## config.mk

```make
export PLATFORM = sky130hd
export DESIGN_NAME = mux_digit_display_driver_unit
export DESIGN_NICKNAME = d
export VERILOG_FILES = /design/src/sv/mdd_pkg.sv /design/src/sv/mdd_cfg_regs.sv /design/src/sv/mdd_core.sv /design/src/sv/mux_digit_display_driver_unit.sv
export SDC_FILE = /design/constraint.sdc
export NUM_CORES = 1
export LEC_CHECK = 0
export ABC_AREA = 1
export BUFFER_PORTS_ARGS = -buffer_cell sky130_fd_sc_hd__buf_2
export CAP_MARGIN = 0
export CORE_MARGIN = 2
export CORE_UTILIZATION = 35
export CTS_CLUSTER_DIAMETER = 30
export DETAILED_ROUTE_END_ITERATION = 8
export PLACE_DENSITY_LB_ADDON = 0.12
export SETUP_SLACK_MARGIN = 0.15
export SYNTH_ARGS = -nofsm -noshare
export SYNTH_HDL_FRONTEND = slang
export SYNTH_SLANG_ARGS = --single-unit
export TNS_END_PERCENT = 5
```

## constraint.sdc

```tcl
create_clock -name aclk -period 5.9 [get_ports aclk]
set_input_delay 1.18 -clock aclk [delete_from_list [all_inputs] [get_ports aclk]]
set_output_delay 1.18 -clock aclk [all_outputs]
set_load 0.01 [all_outputs]
```

## src/sv/mdd_pkg.sv

```systemverilog
// Package for the multiplexed digit display driver: types, constants and the segment decoder.
package mdd_pkg;

    // Field widths
    localparam int CMD_W      = 2;
    localparam int INDEX_W    = 2;
    localparam int DIGIT_W    = 4;
    localparam int FRAME_W    = 12;
    localparam int SEG_W      = 7;
    localparam int SEL_W      = 4;
    localparam int TDIV_W     = 12;
    localparam int FIL_W      = 16;
    localparam int BRIGHT_W   = 8;
    localparam int PWM_W      = 8;
    localparam int TIMER_W    = 20;
    localparam int SPIN_CNT_W = 3;
    localparam int DIGIT_SLOTS = 4;

    // Config port
    localparam int CFG_IDX_W  = 2;
    localparam int CFG_DATA_W = 16;

    // Parameter defaults
    localparam int DEF_NUM_DIGITS = 4;
    localparam int DEF_PWM_PERIOD = 16;

    // Register reset values
    localparam logic [TDIV_W-1:0]   TDIV_RESET   = 12'd100;
    localparam logic [FIL_W-1:0]    FIL_RESET    = 16'd500;
    localparam logic [BRIGHT_W-1:0] BRIGHT_RESET = 8'd16;

    // Digit select pattern per digit (frame bits 11:8)
    localparam logic [SEL_W-1:0] SELECT_BITS [DIGIT_SLOTS] = '{
        4'b0100, 4'b1000, 4'b0010, 4'b0001
    };

    // Spinning number start values per digit
    localparam logic [DIGIT_W-1:0] SPIN_START [DIGIT_SLOTS] = '{
        4'd4, 4'd2, 4'd6, 4'd9
    };

    // Spin count reload: digit i gets SPIN_LOAD - i
    localparam int SPIN_LOAD = 5;
    localparam logic [DIGIT_W-1:0] LAST_DECIMAL = 4'd9;

    typedef enum logic [CMD_W-1:0] {
        CMD_TICK      = 2'd0,
        CMD_SET_DIGIT = 2'd1,
        CMD_SET_ANIM  = 2'd2
    } cmd_t;

    typedef enum logic [CFG_IDX_W-1:0] {
        REG_TICK_DIV = 2'd0,
        REG_FIL_DIV  = 2'd1,
        REG_BRIGHT   = 2'd2
    } cfg_idx_t;

    typedef struct packed {
        logic [CMD_W-1:0]   cmd;
        logic [INDEX_W-1:0] digit_index;
        logic [DIGIT_W-1:0] digit_value;
        logic               animate;
    } in_item_t;

    typedef struct packed {
        logic [FRAME_W-1:0] frame_word;
        logic               filament_level;
    } out_item_t;

    typedef struct packed {
        logic [TDIV_W-1:0]   tick_divider;
        logic [FIL_W-1:0]    filament_divider;
        logic [BRIGHT_W-1:0] brightness;
    } cfg_t;

    // Segments a..g as frame bits 7:1; values above nine stay dark
    function automatic logic [SEG_W-1:0] seg_decode(input logic [DIGIT_W-1:0] value);
        logic [SEG_W-1:0] seg;
        case (value)
            4'd0:    seg = 7'h7E;
            4'd1:    seg = 7'h30;
            4'd2:    seg = 7'h6D;
            4'd3:    seg = 7'h79;
            4'd4:    seg = 7'h33;
            4'd5:    seg = 7'h5B;
            4'd6:    seg = 7'h5F;
            4'd7:    seg = 7'h70;
            4'd8:    seg = 7'h7F;
            4'd9:    seg = 7'h7B;
            default: seg = '0;
        endcase
        return seg;
    endfunction

endpackage

```

## src/sv/mdd_cfg_regs.sv

```systemverilog
// Configuration register file: tick divider, filament divider, brightness.
module mdd_cfg_regs
    import mdd_pkg::*;
(
    input  logic                  aclk,
    input  logic                  aresetn,
    input  logic                  wr_en,
    input  logic [CFG_IDX_W-1:0]  wr_index,
    input  logic [CFG_DATA_W-1:0] wr_data,
    output cfg_t                  cfg
);

    cfg_t cfg_reg;
    cfg_t cfg_next;

    always_comb begin
        cfg_next = cfg_reg;
        if (wr_en) begin
            case (cfg_idx_t'(wr_index))
                REG_TICK_DIV: cfg_next.tick_divider     = wr_data[TDIV_W-1:0];
                REG_FIL_DIV:  cfg_next.filament_divider = wr_data[FIL_W-1:0];
                REG_BRIGHT:   cfg_next.brightness       = wr_data[BRIGHT_W-1:0];
                default:      cfg_next = cfg_reg;  // unmapped index, dropped
            endcase
        end
    end

    always_ff @(posedge aclk) begin
        if (!aresetn) begin
            cfg_reg.tick_divider     <= TDIV_RESET;
            cfg_reg.filament_divider <= FIL_RESET;
            cfg_reg.brightness       <= BRIGHT_RESET;
        end else begin
            cfg_reg <= cfg_next;
        end
    end

    assign cfg = cfg_reg;

endmodule

```

## src/sv/mdd_core.sv

```systemverilog
// Display state and frame builder: counters, digit store, spin animation, frame word.
module mdd_core
    import mdd_pkg::*;
#(
    parameter int NUM_DIGITS = DEF_NUM_DIGITS,
    parameter int PWM_PERIOD = DEF_PWM_PERIOD
)
(
    input  logic      aclk,
    input  logic      aresetn,
    input  cfg_t      cfg,
    input  logic      item_en,
    input  in_item_t  item,
    output out_item_t result
);

    localparam int DIG_W = (NUM_DIGITS > 1) ? $clog2(NUM_DIGITS) : 1;
    localparam logic [DIG_W:0]     DIGIT_LIMIT = (DIG_W+1)'(NUM_DIGITS);
    localparam logic [PWM_W-1:0]   PWM_LIMIT   = PWM_W'(PWM_PERIOD);

    // State
    logic [DIGIT_W-1:0]    digit_store_reg [NUM_DIGITS];
    logic [DIGIT_W-1:0]    digit_store_next [NUM_DIGITS];
    logic [SPIN_CNT_W-1:0] spin_count_reg [NUM_DIGITS];
    logic [SPIN_CNT_W-1:0] spin_count_next [NUM_DIGITS];
    logic [DIGIT_W-1:0]    spin_number_reg [NUM_DIGITS];
    logic [DIGIT_W-1:0]    spin_number_next [NUM_DIGITS];
    logic                  animate_reg, animate_next;
    logic [TIMER_W-1:0]    spin_timer_reg, spin_timer_next;
    logic [DIG_W-1:0]      active_reg, active_next;
    logic [PWM_W-1:0]      pwm_reg, pwm_next;
    logic [TIMER_W-1:0]    dot_timer_reg, dot_timer_next;
    logic                  dot_phase_reg, dot_phase_next;
    logic [DIG_W-1:0]      dot_pos_reg, dot_pos_next;
    logic [FIL_W-1:0]      fil_timer_reg, fil_timer_next;
    logic                  fil_phase_reg, fil_phase_next;

    // Values after a tick
    logic [FIL_W:0]        fil_inc;
    logic                  fil_hit;
    logic [FIL_W-1:0]      t_fil_timer;
    logic                  t_fil_phase;
    logic [PWM_W-1:0]      pwm_inc;
    logic                  pwm_hit;
    logic [PWM_W-1:0]      t_pwm;
    logic [DIG_W:0]        active_inc;
    logic [DIG_W-1:0]      t_active;
    logic [TIMER_W-1:0]    dot_inc;
    logic                  dot_hit;
    logic [TIMER_W-1:0]    t_dot_timer;
    logic                  t_dot_phase;
    logic [DIG_W:0]        dot_pos_inc;
    logic [DIG_W-1:0]      t_dot_pos;
    logic [TIMER_W-1:0]    spin_inc;
    logic                  spin_hit;
    logic [TIMER_W-1:0]    t_spin_timer;
    logic [SPIN_CNT_W-1:0] t_spin_count [NUM_DIGITS];
    logic [DIGIT_W-1:0]    t_spin_number [NUM_DIGITS];

    // Frame
    logic [DIGIT_W-1:0]    shown;
    logic [SEL_W-1:0]      sel;
    logic                  dot_bit;
    logic                  blank;

    // Counters advanced by a tick
    always_comb begin
        fil_inc     = {1'b0, fil_timer_reg} + 1'b1;
        fil_hit     = fil_inc >= {1'b0, cfg.filament_divider};
        t_fil_timer = fil_hit ? '0 : fil_inc[FIL_W-1:0];
        t_fil_phase = fil_phase_reg ^ fil_hit;

        pwm_inc    = pwm_reg + 1'b1;
        pwm_hit    = pwm_inc >= PWM_LIMIT;
        t_pwm      = pwm_hit ? '0 : pwm_inc;
        active_inc = {1'b0, active_reg} + 1'b1;
        t_active   = active_reg;
        if (pwm_hit) begin
            t_active = (active_inc >= DIGIT_LIMIT) ? '0 : active_inc[DIG_W-1:0];
        end

        dot_inc     = dot_timer_reg + 1'b1;
        dot_hit     = dot_inc >= {cfg.tick_divider, 8'h00};
        t_dot_timer = dot_hit ? '0 : dot_inc;
        t_dot_phase = dot_phase_reg ^ dot_hit;
        dot_pos_inc = {1'b0, dot_pos_reg} + 1'b1;
        t_dot_pos   = dot_pos_reg;
        // position moves on the rising half of the blink
        if (dot_hit && t_dot_phase) begin
            t_dot_pos = (dot_pos_inc >= DIGIT_LIMIT) ? '0 : dot_pos_inc[DIG_W-1:0];
        end

        spin_inc     = spin_timer_reg + 1'b1;
        spin_hit     = spin_inc >= {1'b0, cfg.tick_divider, 7'h00};
        t_spin_timer = spin_hit ? '0 : spin_inc;
        for (int i = 0; i < NUM_DIGITS; i++) begin
            t_spin_count[i]  = spin_count_reg[i];
            t_spin_number[i] = spin_number_reg[i];
            if (spin_hit) begin
                if (spin_count_reg[i] != '0 && animate_reg
                        && digit_store_reg[i] == spin_number_reg[i]) begin
                    t_spin_count[i] = spin_count_reg[i] - 1'b1;
                end
                t_spin_number[i] = (spin_number_reg[i] >= LAST_DECIMAL) ? '0 :
                                   spin_number_reg[i] + 1'b1;
            end
        end
    end

    // Frame from post-tick state
    always_comb begin
        shown = '0;
        sel   = '0;
        for (int i = 0; i < NUM_DIGITS; i++) begin
            if (t_active == DIG_W'(i)) begin
                shown = (t_spin_count[i] != '0) ? t_spin_number[i] : digit_store_reg[i];
                sel   = SELECT_BITS[i];
            end
        end
        dot_bit = (t_active == t_dot_pos) ? t_dot_phase : 1'b0;
        blank   = t_pwm >= cfg.brightness;

        result.frame_word     = blank ? '0 : {sel, seg_decode(shown), dot_bit};
        result.filament_level = t_fil_phase;
    end

    // Next state
    always_comb begin
        digit_store_next = digit_store_reg;
        spin_count_next  = spin_count_reg;
        spin_number_next = spin_number_reg;
        animate_next     = animate_reg;
        spin_timer_next  = spin_timer_reg;
        active_next      = active_reg;
        pwm_next         = pwm_reg;
        dot_timer_next   = dot_timer_reg;
        dot_phase_next   = dot_phase_reg;
        dot_pos_next     = dot_pos_reg;
        fil_timer_next   = fil_timer_reg;
        fil_phase_next   = fil_phase_reg;
        if (item_en) begin
            case (cmd_t'(item.cmd))
                CMD_TICK: begin
                    fil_timer_next   = t_fil_timer;
                    fil_phase_next   = t_fil_phase;
                    pwm_next         = t_pwm;
                    active_next      = t_active;
                    dot_timer_next   = t_dot_timer;
                    dot_phase_next   = t_dot_phase;
                    dot_pos_next     = t_dot_pos;
                    spin_timer_next  = t_spin_timer;
                    spin_count_next  = t_spin_count;
                    spin_number_next = t_spin_number;
                end
                CMD_SET_DIGIT: begin
                    // indexes past the last digit match nothing
                    for (int i = 0; i < NUM_DIGITS; i++) begin
                        if (item.digit_index == INDEX_W'(i)) begin
                            digit_store_next[i] = item.digit_value;
                        end
                    end
                end
                CMD_SET_ANIM: begin
                    animate_next = item.animate;
                    if (!item.animate) begin
                        for (int i = 0; i < NUM_DIGITS; i++) begin
                            spin_count_next[i] = SPIN_CNT_W'(SPIN_LOAD - i);
                        end
                    end
                end
                default: ;  // unused code, no effect
            endcase
        end
    end

    always_ff @(posedge aclk) begin
        if (!aresetn) begin
            for (int i = 0; i < NUM_DIGITS; i++) begin
                digit_store_reg[i] <= '0;
                spin_count_reg[i]  <= '0;
                spin_number_reg[i] <= SPIN_START[i];
            end
            animate_reg    <= 1'b0;
            spin_timer_reg <= '0;
            active_reg     <= '0;
            pwm_reg        <= '0;
            dot_timer_reg  <= '0;
            dot_phase_reg  <= 1'b0;
            dot_pos_reg    <= '0;
            fil_timer_reg  <= '0;
            fil_phase_reg  <= 1'b0;
        end else begin
            digit_store_reg <= digit_store_next;
            spin_count_reg  <= spin_count_next;
            spin_number_reg <= spin_number_next;
            animate_reg     <= animate_next;
            spin_timer_reg  <= spin_timer_next;
            active_reg      <= active_next;
            pwm_reg         <= pwm_next;
            dot_timer_reg   <= dot_timer_next;
            dot_phase_reg   <= dot_phase_next;
            dot_pos_reg     <= dot_pos_next;
            fil_timer_reg   <= fil_timer_next;
            fil_phase_reg   <= fil_phase_next;
        end
    end

`ifndef SYNTH
    // lit digit stays in range
    a_active_range: assert property (@(posedge aclk) disable iff (!aresetn)
        {1'b0, active_reg} < DIGIT_LIMIT)
        else $error("active digit out of range");

    // PWM counter stays below its period
    a_pwm_range: assert property (@(posedge aclk) disable iff (!aresetn)
        pwm_reg < PWM_LIMIT)
        else $error("pwm counter out of range");

    // a non-tick transfer leaves the counters alone
    a_no_tick_hold: assert property (@(posedge aclk) disable iff (!aresetn)
        item_en && item.cmd != CMD_TICK |=> $stable(pwm_reg) && $stable(fil_timer_reg))
        else $error("counters moved on a non-tick transfer");
`endif

endmodule

```

## src/sv/mux_digit_display_driver_unit.sv

```systemverilog
// Top level of the multiplexed four-digit seven-segment display driver.
//
// Usage:
//   s_ channel: one command item per transfer (tick, set digit, set animation).
//   m_ channel: one frame per tick item (frame word plus filament level);
//               set-digit, set-animation and the unused command code give none.
//   cfg channel: register writes (0 tick divider, 1 filament divider,
//               2 brightness); always ready, write only while the block is idle.
// Path: a tick item is captured in the input register, then its frame is
//   loaded into the output register when the item advances, so m_valid
//   rises once the tick has passed through both registers.
// Throughput: one item per cycle unless a tick waits on m_ready, set by the
//   single pass of counter updates and segment decode between the registers.
// Stall: while a frame waits on m_ready, the input register still takes
//   non-tick items and passes them on; a tick waits in the input register,
//   and s_ready drops once it is full and blocked.
// Reset (aresetn low, synchronous): both channels empty, all counters and
//   the digit store cleared, spin numbers at their start values, registers
//   back to 100, 500 and 16.
module mux_digit_display_driver_unit
    import mdd_pkg::*;
#(
    parameter int NUM_DIGITS = DEF_NUM_DIGITS,
    parameter int PWM_PERIOD = DEF_PWM_PERIOD
)
(
    input  logic                  aclk,
    input  logic                  aresetn,

    input  logic                  s_valid,
    output logic                  s_ready,
    input  in_item_t              s_data,

    output logic                  m_valid,
    input  logic                  m_ready,
    output out_item_t             m_data,

    input  logic                  cfg_valid,
    output logic                  cfg_ready,
    input  logic [CFG_IDX_W-1:0]  cfg_index,
    input  logic [CFG_DATA_W-1:0] cfg_data
);

    cfg_t      cfg;
    in_item_t  in_data_reg;
    logic      in_valid_reg;
    out_item_t out_data_reg;
    logic      out_valid_reg;
    out_item_t core_result;
    logic      in_is_tick;
    logic      advance;

    assign cfg_ready = 1'b1;

    mdd_cfg_regs u_cfg_regs (
        .aclk     (aclk),
        .aresetn  (aresetn),
        .wr_en    (cfg_valid && cfg_ready),
        .wr_index (cfg_index),
        .wr_data  (cfg_data),
        .cfg      (cfg)
    );

    // A tick needs room in the output register; other commands never do.
    assign in_is_tick = in_data_reg.cmd == CMD_TICK;
    assign advance    = in_valid_reg && (!in_is_tick || !out_valid_reg || m_ready);
    assign s_ready    = !in_valid_reg || advance;

    // Input register
    always_ff @(posedge aclk) begin
        if (!aresetn) begin
            in_valid_reg <= 1'b0;
        end else if (s_ready) begin
            in_valid_reg <= s_valid;
        end
    end

    always_ff @(posedge aclk) begin
        if (s_ready && s_valid) begin
            in_data_reg <= s_data;
        end
    end

    mdd_core #(
        .NUM_DIGITS (NUM_DIGITS),
        .PWM_PERIOD (PWM_PERIOD)
    ) u_core (
        .aclk    (aclk),
        .aresetn (aresetn),
        .cfg     (cfg),
        .item_en (advance),
        .item    (in_data_reg),
        .result  (core_result)
    );

    // Output register
    always_ff @(posedge aclk) begin
        if (!aresetn) begin
            out_valid_reg <= 1'b0;
        end else if (advance && in_is_tick) begin
            out_valid_reg <= 1'b1;
        end else if (m_ready) begin
            out_valid_reg <= 1'b0;
        end
    end

    always_ff @(posedge aclk) begin
        if (advance && in_is_tick) begin
            out_data_reg <= core_result;
        end
    end

    assign m_valid = out_valid_reg;
    assign m_data  = out_data_reg;

`ifndef SYNTH
    // a frame only shows up after a tick moved through the core
    a_frame_from_tick: assert property (@(posedge aclk) disable iff (!aresetn)
        $rose(m_valid) |-> $past(advance && in_is_tick))
        else $error("frame without a tick");

    // a held item is never dropped
    a_in_hold: assert property (@(posedge aclk) disable iff (!aresetn)
        in_valid_reg && !advance |=> in_valid_reg)
        else $error("input item lost");

    // a lit frame selects exactly one digit
    a_select_onehot: assert property (@(posedge aclk) disable iff (!aresetn)
        m_valid && m_data.frame_word != '0 |-> $onehot(m_data.frame_word[11:8]))
        else $error("digit select not one-hot");

    // non-tick items do not touch the result channel
    a_no_frame_non_tick: assert property (@(posedge aclk) disable iff (!aresetn)
        advance && !in_is_tick && !(m_valid && m_ready) |=> m_valid == $past(m_valid))
        else $error("result channel changed on a non-tick item");
`endif

endmodule
```

## After elaboration in Yosys (flattened, before gate mapping)

Memory sizes are Yosys's and may differ from the RTL's. A register that Yosys moved wholly into a read port is not among the register bits.
Index checks and enable logic that the tools add are counted.
W data, S select, Z words.

| storage, ports and cells | value |
|---|---|
| bits of input ports | 32 |
| output and inout bits | 16 |
| flip-flop bits (word level) | 175 |
| bits in read-only memories | 112 |
| memories kept | 1 |

| cells by class | value |
|---|---|
| add/sub/neg operators | 14 |
| bitwise gates (word level) | 3 |
| eq/ne operators | 16 |
| reductions and logical operators | 46 |
| multiplexer cells | 40 |
| magnitude comparators | 11 |

Memory list:

| name | words | width | read ports | clocked after memory_dff | write ports | line | text |
|---|---|---|---|---|---|---|---|
| (name not given) | 16 | 7 | 1 | 1 | 0 | mdd_pkg.sv:79 | `case (value)` |

Operators by type and width:

| cell | number |
|---|---|
| $mux W4 | 17 |
| $add A20 B1 Y20 const B | 2 |
| $mux W20 | 2 |
| $mux W3 | 9 |
| $pmux W12 S2 | 1 |
| $reduce_bool A3 Y1 | 8 |
| $ge A20 B19 Y1 | 1 |
| $ge A20 B20 Y1 | 1 |
| $add A16 B1 Y17 const B | 1 |
| $ge A17 B16 Y1 | 1 |
| $add A4 B1 Y4 const B | 4 |
| $eq A4 B4 Y1 | 4 |
| $ge A4 B4 Y1 const B | 4 |
| $mux W16 | 1 |
| $reduce_and A3 Y1 | 5 |
| $eq A2 B2 Y1 const B | 6 |
| $logic_and A1 B1 Y1 | 12 |
| $mux W12 | 1 |
| $sub A3 B1 Y3 const B | 4 |
| $mux W2 | 5 |
| $reduce_and A2 Y1 | 5 |
| $add A8 B1 Y8 const B | 1 |
| $eq A2 B1 Y1 const B | 4 |
| $ge A8 B5 Y1 const B | 1 |
| other kinds (16) | 30 |

## Depth between registers and ports, before layout

| depth | value |
|---|---|
| word-level depth | 11 |
| depth in mapped cells | 33 |
| gate-level depth less buffers | 33 |

## Modules after synthesis

A second synthesis with hierarchy kept.

| second synthesis, totals | value |
|---|---|
| cell total of the unflattened synthesis | 1485 |
| area total of the unflattened synthesis | 10709.0 um2 |

Modules (own cells, without submodules):

| module | area an instance (um2) | cells an instance | instances | seq. area each (um2) |
|---|---|---|---|---|
| mdd_core | 8400.6 | 1230 | 1 | 2302.2 |
| mdd_cfg_regs | 1519.0 | 215 | 1 | 720.7 |
| mux_digit_display_driver_unit | 789.5 | 40 | 1 | 700.7 |

## Worst setup path after synthesis

No wires, ideal clock.

| timing path | value |
|---|---|
| path type | register to register |
| start | register u_core.spin_timer_reg[0] |
| end | register m_data[5] (netlist name) |
| data required time | 5.646 ns |
| period minus slack after synthesis | 4.266 ns |
| cell stages (with the launch flop) | 29 |
| data arrival time | 4.012 ns |
| slack | 1.634 ns |
| setup time | 0.254 ns |
| cell sequence | dfxtp_1 -> ha_1 -> nand2_1 -> nor2_1 -> nand4_1 -> nor2_1 -> nand3_1 -> nor2_1 -> and3_1 -> nand3_1 -> xnor2_1 -> ha_1 -> inv_1 -> nor4_1 -> nand2_2 -> nand2_8 -> inv_6 -> nor2_8 -> nand2_2 -> xor2_4 -> nand2_2 -> nand2_1 -> nand3_1 -> nand2_1 -> inv_1 -> ha_1 -> nor2_2 -> nor2_1 -> nor2_2 |

| between the ends | value |
|---|---|
| word-level cells in the longest chain between the ends | 9 |
| elaborated cells on any way between the ends | 22 |
| classes of those cells | 1 x add/sub; 1 x order compare; 16 x mux; 4 x reduce/logical |

RTL lines:

| what | line | text |
|---|---|---|
| start: declaration | mdd_core.sv:29 | `logic [TIMER_W-1:0] spin_timer_reg, spin_timer_next;` |
| start signal: assignment | mdd_core.sv:197 | `spin_timer_reg <= spin_timer_next;` |
| $add A20 B1 Y20 * | mdd_core.sv:93 | `spin_inc = spin_timer_reg + 1'b1;` |
| $ge A20 B19 Y1 * | mdd_core.sv:94 | `spin_hit = spin_inc >= {1'b0, cfg.tick_divider, 7'h00};` |
| $mux W3 | mdd_core.sv:99 | `if (spin_hit) begin` |
| $reduce_bool A3 Y1 | mdd_core.sv:116 | `shown = (t_spin_count[i] != '0) ? t_spin_number[i] : digit_store_reg[i];` |
| $mux W4 | mdd_core.sv:116 |  |
| $mux W4 (3 in series) | mdd_core.sv:115 | `if (t_active == DIG_W'(i)) begin` |
| $mux W4 * | mdd_core.sv:115 |  |

Mark *: on every way between the ends. The rest lies on a longest branch, timed or not.
A chain may end at the register's enable or synchronous reset.

## Worst setup path in the final report

| timing path | value |
|---|---|
| start | register u_core.spin_timer_reg[0] |
| end | register m_data[8] (netlist name) |

| between the ends | value |
|---|---|
| word-level cells in the longest chain between the ends | 9 |
| elaborated cells on any way between the ends | 22 |
| classes of those cells | 1 x add/sub; 1 x order compare; 16 x mux; 4 x reduce/logical |

RTL lines:

| what | line |
|---|---|
| $add A20 B1 Y20 * | mdd_core.sv:93 |
| $ge A20 B19 Y1 * | mdd_core.sv:94 |
| $mux W3 | mdd_core.sv:99 |
| $reduce_bool A3 Y1 | mdd_core.sv:116 |
| $mux W4 | mdd_core.sv:116 |
| $mux W4 (3 in series) | mdd_core.sv:115 |
| $mux W4 * | mdd_core.sv:115 |

Marked as above.

==> impl_metrics.json <==
{
  "largest_register_ffs": 36,
  "crit_path_start_kind": "register",
  "start_util_pct": 35.3,
  "status": "complete, no violations",
  "cp_max_fo": 37,
  "worst_pin_slew_ps": 1140,
  "crit_family": "simple AND/OR/NAND/NOR gates",
  "clk_path_buf_depth": 2,
  "wire_per_inst_um": 14.2,
  "max_freq_mhz": 200,
  "dpl.hpwl_um": 18700,
  "cts_max_level": 4,
  "cts_buffers": 17,
  "tritoncts": "built",
  "yosys_most_used_dff": "dfxtp_1",
  "synth_fa_ha_area_share_pct": 10.4,
  "port_buffers": 46,
  "grt_overflow_total": 0,
  "p_per_area_mw_per_mm2": 226,
  "muxShareOfSynthArea_pct": 0.0964,
  "gp_congestion": 0.814,
  "worstSetupEndpointType": "register",
  "synth_area_mm2": 0.0104,
  "num_vias": 8886,
  "leakage_uw": 0.00510,
  "critical_path_class": "reg2reg",
  "cts_setup_buffers": 0,
  "coreArea_mm2": 0.0294,
  "critPathBufInv": 2,
  "vias_per_cell": 4.81,
  "grt_max_degree": 77,
  "num_io_pins": 48,
  "synth_xor_area_share_pct": 4.96,
  "skew_ps": 11.8,
  "drc": 0,
  "gr-usage-all-layers_pct": 17.8,
  "max-vdd-ir-drop_mv": 0.189,
  "min_period_ps": 4990,
  "required_ps": 6100,
  "yosysWarnings": 0,
  "fin_nets": 1563,
  "grt_pass1_vias": 8509,
  "hold_class": "reg2reg",
  "drive_gt1_share_pct": 9.74,
  "max_cap_viol_count": 0,
  "finalHoldViolCount": 0,
  "ys_types": 55,
  "root_buffer": "clkbuf_16",
  "setup_viol_count_final": 0,
  "layout_commonest_cell": "nand2_1",
  "critPathSlowestCell": "dfxtp_1",
  "drtIter0Drc": 487,
  "cts.repair.resized": 0,
  "synthToLayoutAreaGrowth_pct": 11.6,
  "rsz0062_at_grt": "false",
  "crit_path_frequent_cell": "nand3_1",
  "ctsHoldBuffers": 0,
  "cts.sinks": 175,
  "antenna_left": 0,
  "core.rowCount": 63,
  "yosys.area_share.simple_pct": 23.7,
  "synth_edf_count": 22,
  "clkTransAtPathRegs_ps": 70,
  "drt-total-wl_um": 26200,
  "synthCells": 1407,
  "antenna_found_initial": 0,
  "async_flop_share_pct": 0,
  "clock_latency_ps": 440,
  "setup_tns_ps": 0,
  "die-area_mm2": 0.0311,
  "fin_crit_sh_pct": 84.6,
  "ys_seq_area_share_pct": 35.8,
  "slew_headroom_pct": 23.8,
  "antenna_cells": 0,
  "synth_compound_area_share_pct": 15.7,
  "die_height_um": 176,
  "final_cell_mix": "nand2_1, inv_1, dfxtp_1, a21oi_1, o21ai_0",
  "grt_pass1_wl_um": 43900,
  "synth_seq_cells": 175,
  "crit_arrival_ps": 5190,
  "slowest_delay_ps": 390,
  "die_x_um": 176,
  "fill_cells": 3100,
  "synth_top_family_by_area": "simple AND/OR/NAND/NOR gates",
  "firstDrtPassIters": 5,
  "synth_area_per_cell_um2": 7.38,
  "drv_slew": 0,
  "finish.utilization_pct": 39.4
}
## cell usage after synthesis, types with 2 or more instances
| library cell | instances | area [µm²] |
|---|---|---|
| nor3b_1 | 2 | 15.0 |
| xor2_1 | 33 | 289 |
| nor3_1 | 25 | 125 |
| nand2_2 | 13 | 81.3 |
| o22ai_1 | 5 | 31.3 |
| o21bai_1 | 3 | 22.5 |
| xor2_2 | 2 | 32.5 |
| and3_1 | 2 | 12.5 |
| o21ai_0 | 90 | 450 |
| nand3_2 | 6 | 60.1 |
| buf_6 | 2 | 22.5 |
| nand3_1 | 85 | 425 |
| nand2_1 | 280 | 1050 |
| a21oi_2 | 2 | 17.5 |
| nor4_1 | 5 | 31.3 |
| edfxtp_1 | 22 | 661 |
| o21a_1 | 2 | 15.0 |
| o211ai_1 | 13 | 97.6 |
| nor2_4 | 5 | 56.3 |
| buf_2 | 3 | 15.0 |
| or2_2 | 5 | 31.3 |
| o21ai_1 | 2 | 10.0 |
| clkbuf_1 | 32 | 120 |
| nor2_2 | 9 | 56.3 |
| o221ai_1 | 6 | 52.6 |
| nand3b_1 | 3 | 22.5 |
| a31oi_1 | 4 | 25.0 |
| xnor2_1 | 19 | 166 |
| a221oi_1 | 6 | 52.6 |
| inv_1 | 204 | 766 |
| o21ai_2 | 4 | 35.0 |
| inv_2 | 3 | 11.3 |
| nor2_1 | 82 | 308 |
| a21oi_1 | 149 | 746 |
| conb_1 | 2 | 7.51 |
| a211oi_1 | 3 | 22.5 |
| ha_1 | 86 | 1080 |
| dfxtp_1 | 153 | 3060 |
| nand4_1 | 19 | 119 |
## stage by stage
stage | cells | hold slack [ps] | setup slack (ps) | total power (µW) | cell area, µm²
detailed placement | 1816 | 449 | 943 | 1520 | 11000
finish | 1848 | 458 | 911 | 2620 | 11600
global route | 1848 | 475 | 321 | 2750 | 11600
CTS | 1848 | 460 | 894 | 2670 | 11600
global placement | 1816 | 444 | 1080 | 1520 | 11000
floorplan | 1410 | 433 | 1630 | 1440 | 10400
## final timing paths
path	start	endpoint	slack, ps	depth (start not counted)
worst max-delay path	u_core.spin_timer_reg[0]	m_data[8]	910	28
worst min-delay path	u_core.pwm_reg[7]	u_core.pwm_reg[7]	460	2
worst max register to register	u_core.spin_timer_reg[0]	m_data[8]	910	28
worst min register to register	u_core.pwm_reg[7]	u_core.pwm_reg[7]	460	2
## power by group
group | switching [µW] | leakage [µW] | internal, µW
Combinational | 159 | 0.00337 | 77.2
Sequential | 18.4 | 0.00145 | 1230
Clock | 510 | 0.000280 | 622
## layout make-up
cell class                      count  area [µm²]  area share (%)
Clock buffer                       21         472            4.07
Timing Repair Buffer               55         298            2.57
Inverter                          209         790            6.81
Clock inverter                     11         103           0.885
Multi-Input combinational cell    987        5730            49.4
Sequential cell                   175        3720            32.1
Tap cell                          390         488            4.21
## kinds of logic after synthesis
kind of cell	count (synthesis)
AND/OR/NAND/NOR	545
buffers and inverters	248
other	2
adder cells (fa/ha/maj)	86
flip-flops	175
XOR/XNOR	55
multiplexers	1
AO/OA/AOI/OAI	295
## worst reg2reg max path, delay by kind of cell, from the launching register on
| kind | cells | cell delay (ps) |
|---|---|---|
| simple gates | 21 | 3090 |
| fa+ha+maj | 3 | 630 |
| xor+xnor | 2 | 460 |
| flops | 1 | 390 |
| buf+inv | 2 | 190 |
## per-layer routing
metal,vias to the layer above,GRT usage [%],part of all wire (%)
li1,4722,-,-
met1,4064,24.0,50
met2,88,29.9,47
met3,12,3.29,2.5
met4,0,3.51,0.69
met5,-,0,0
Power figures use the tool's default switching activity.
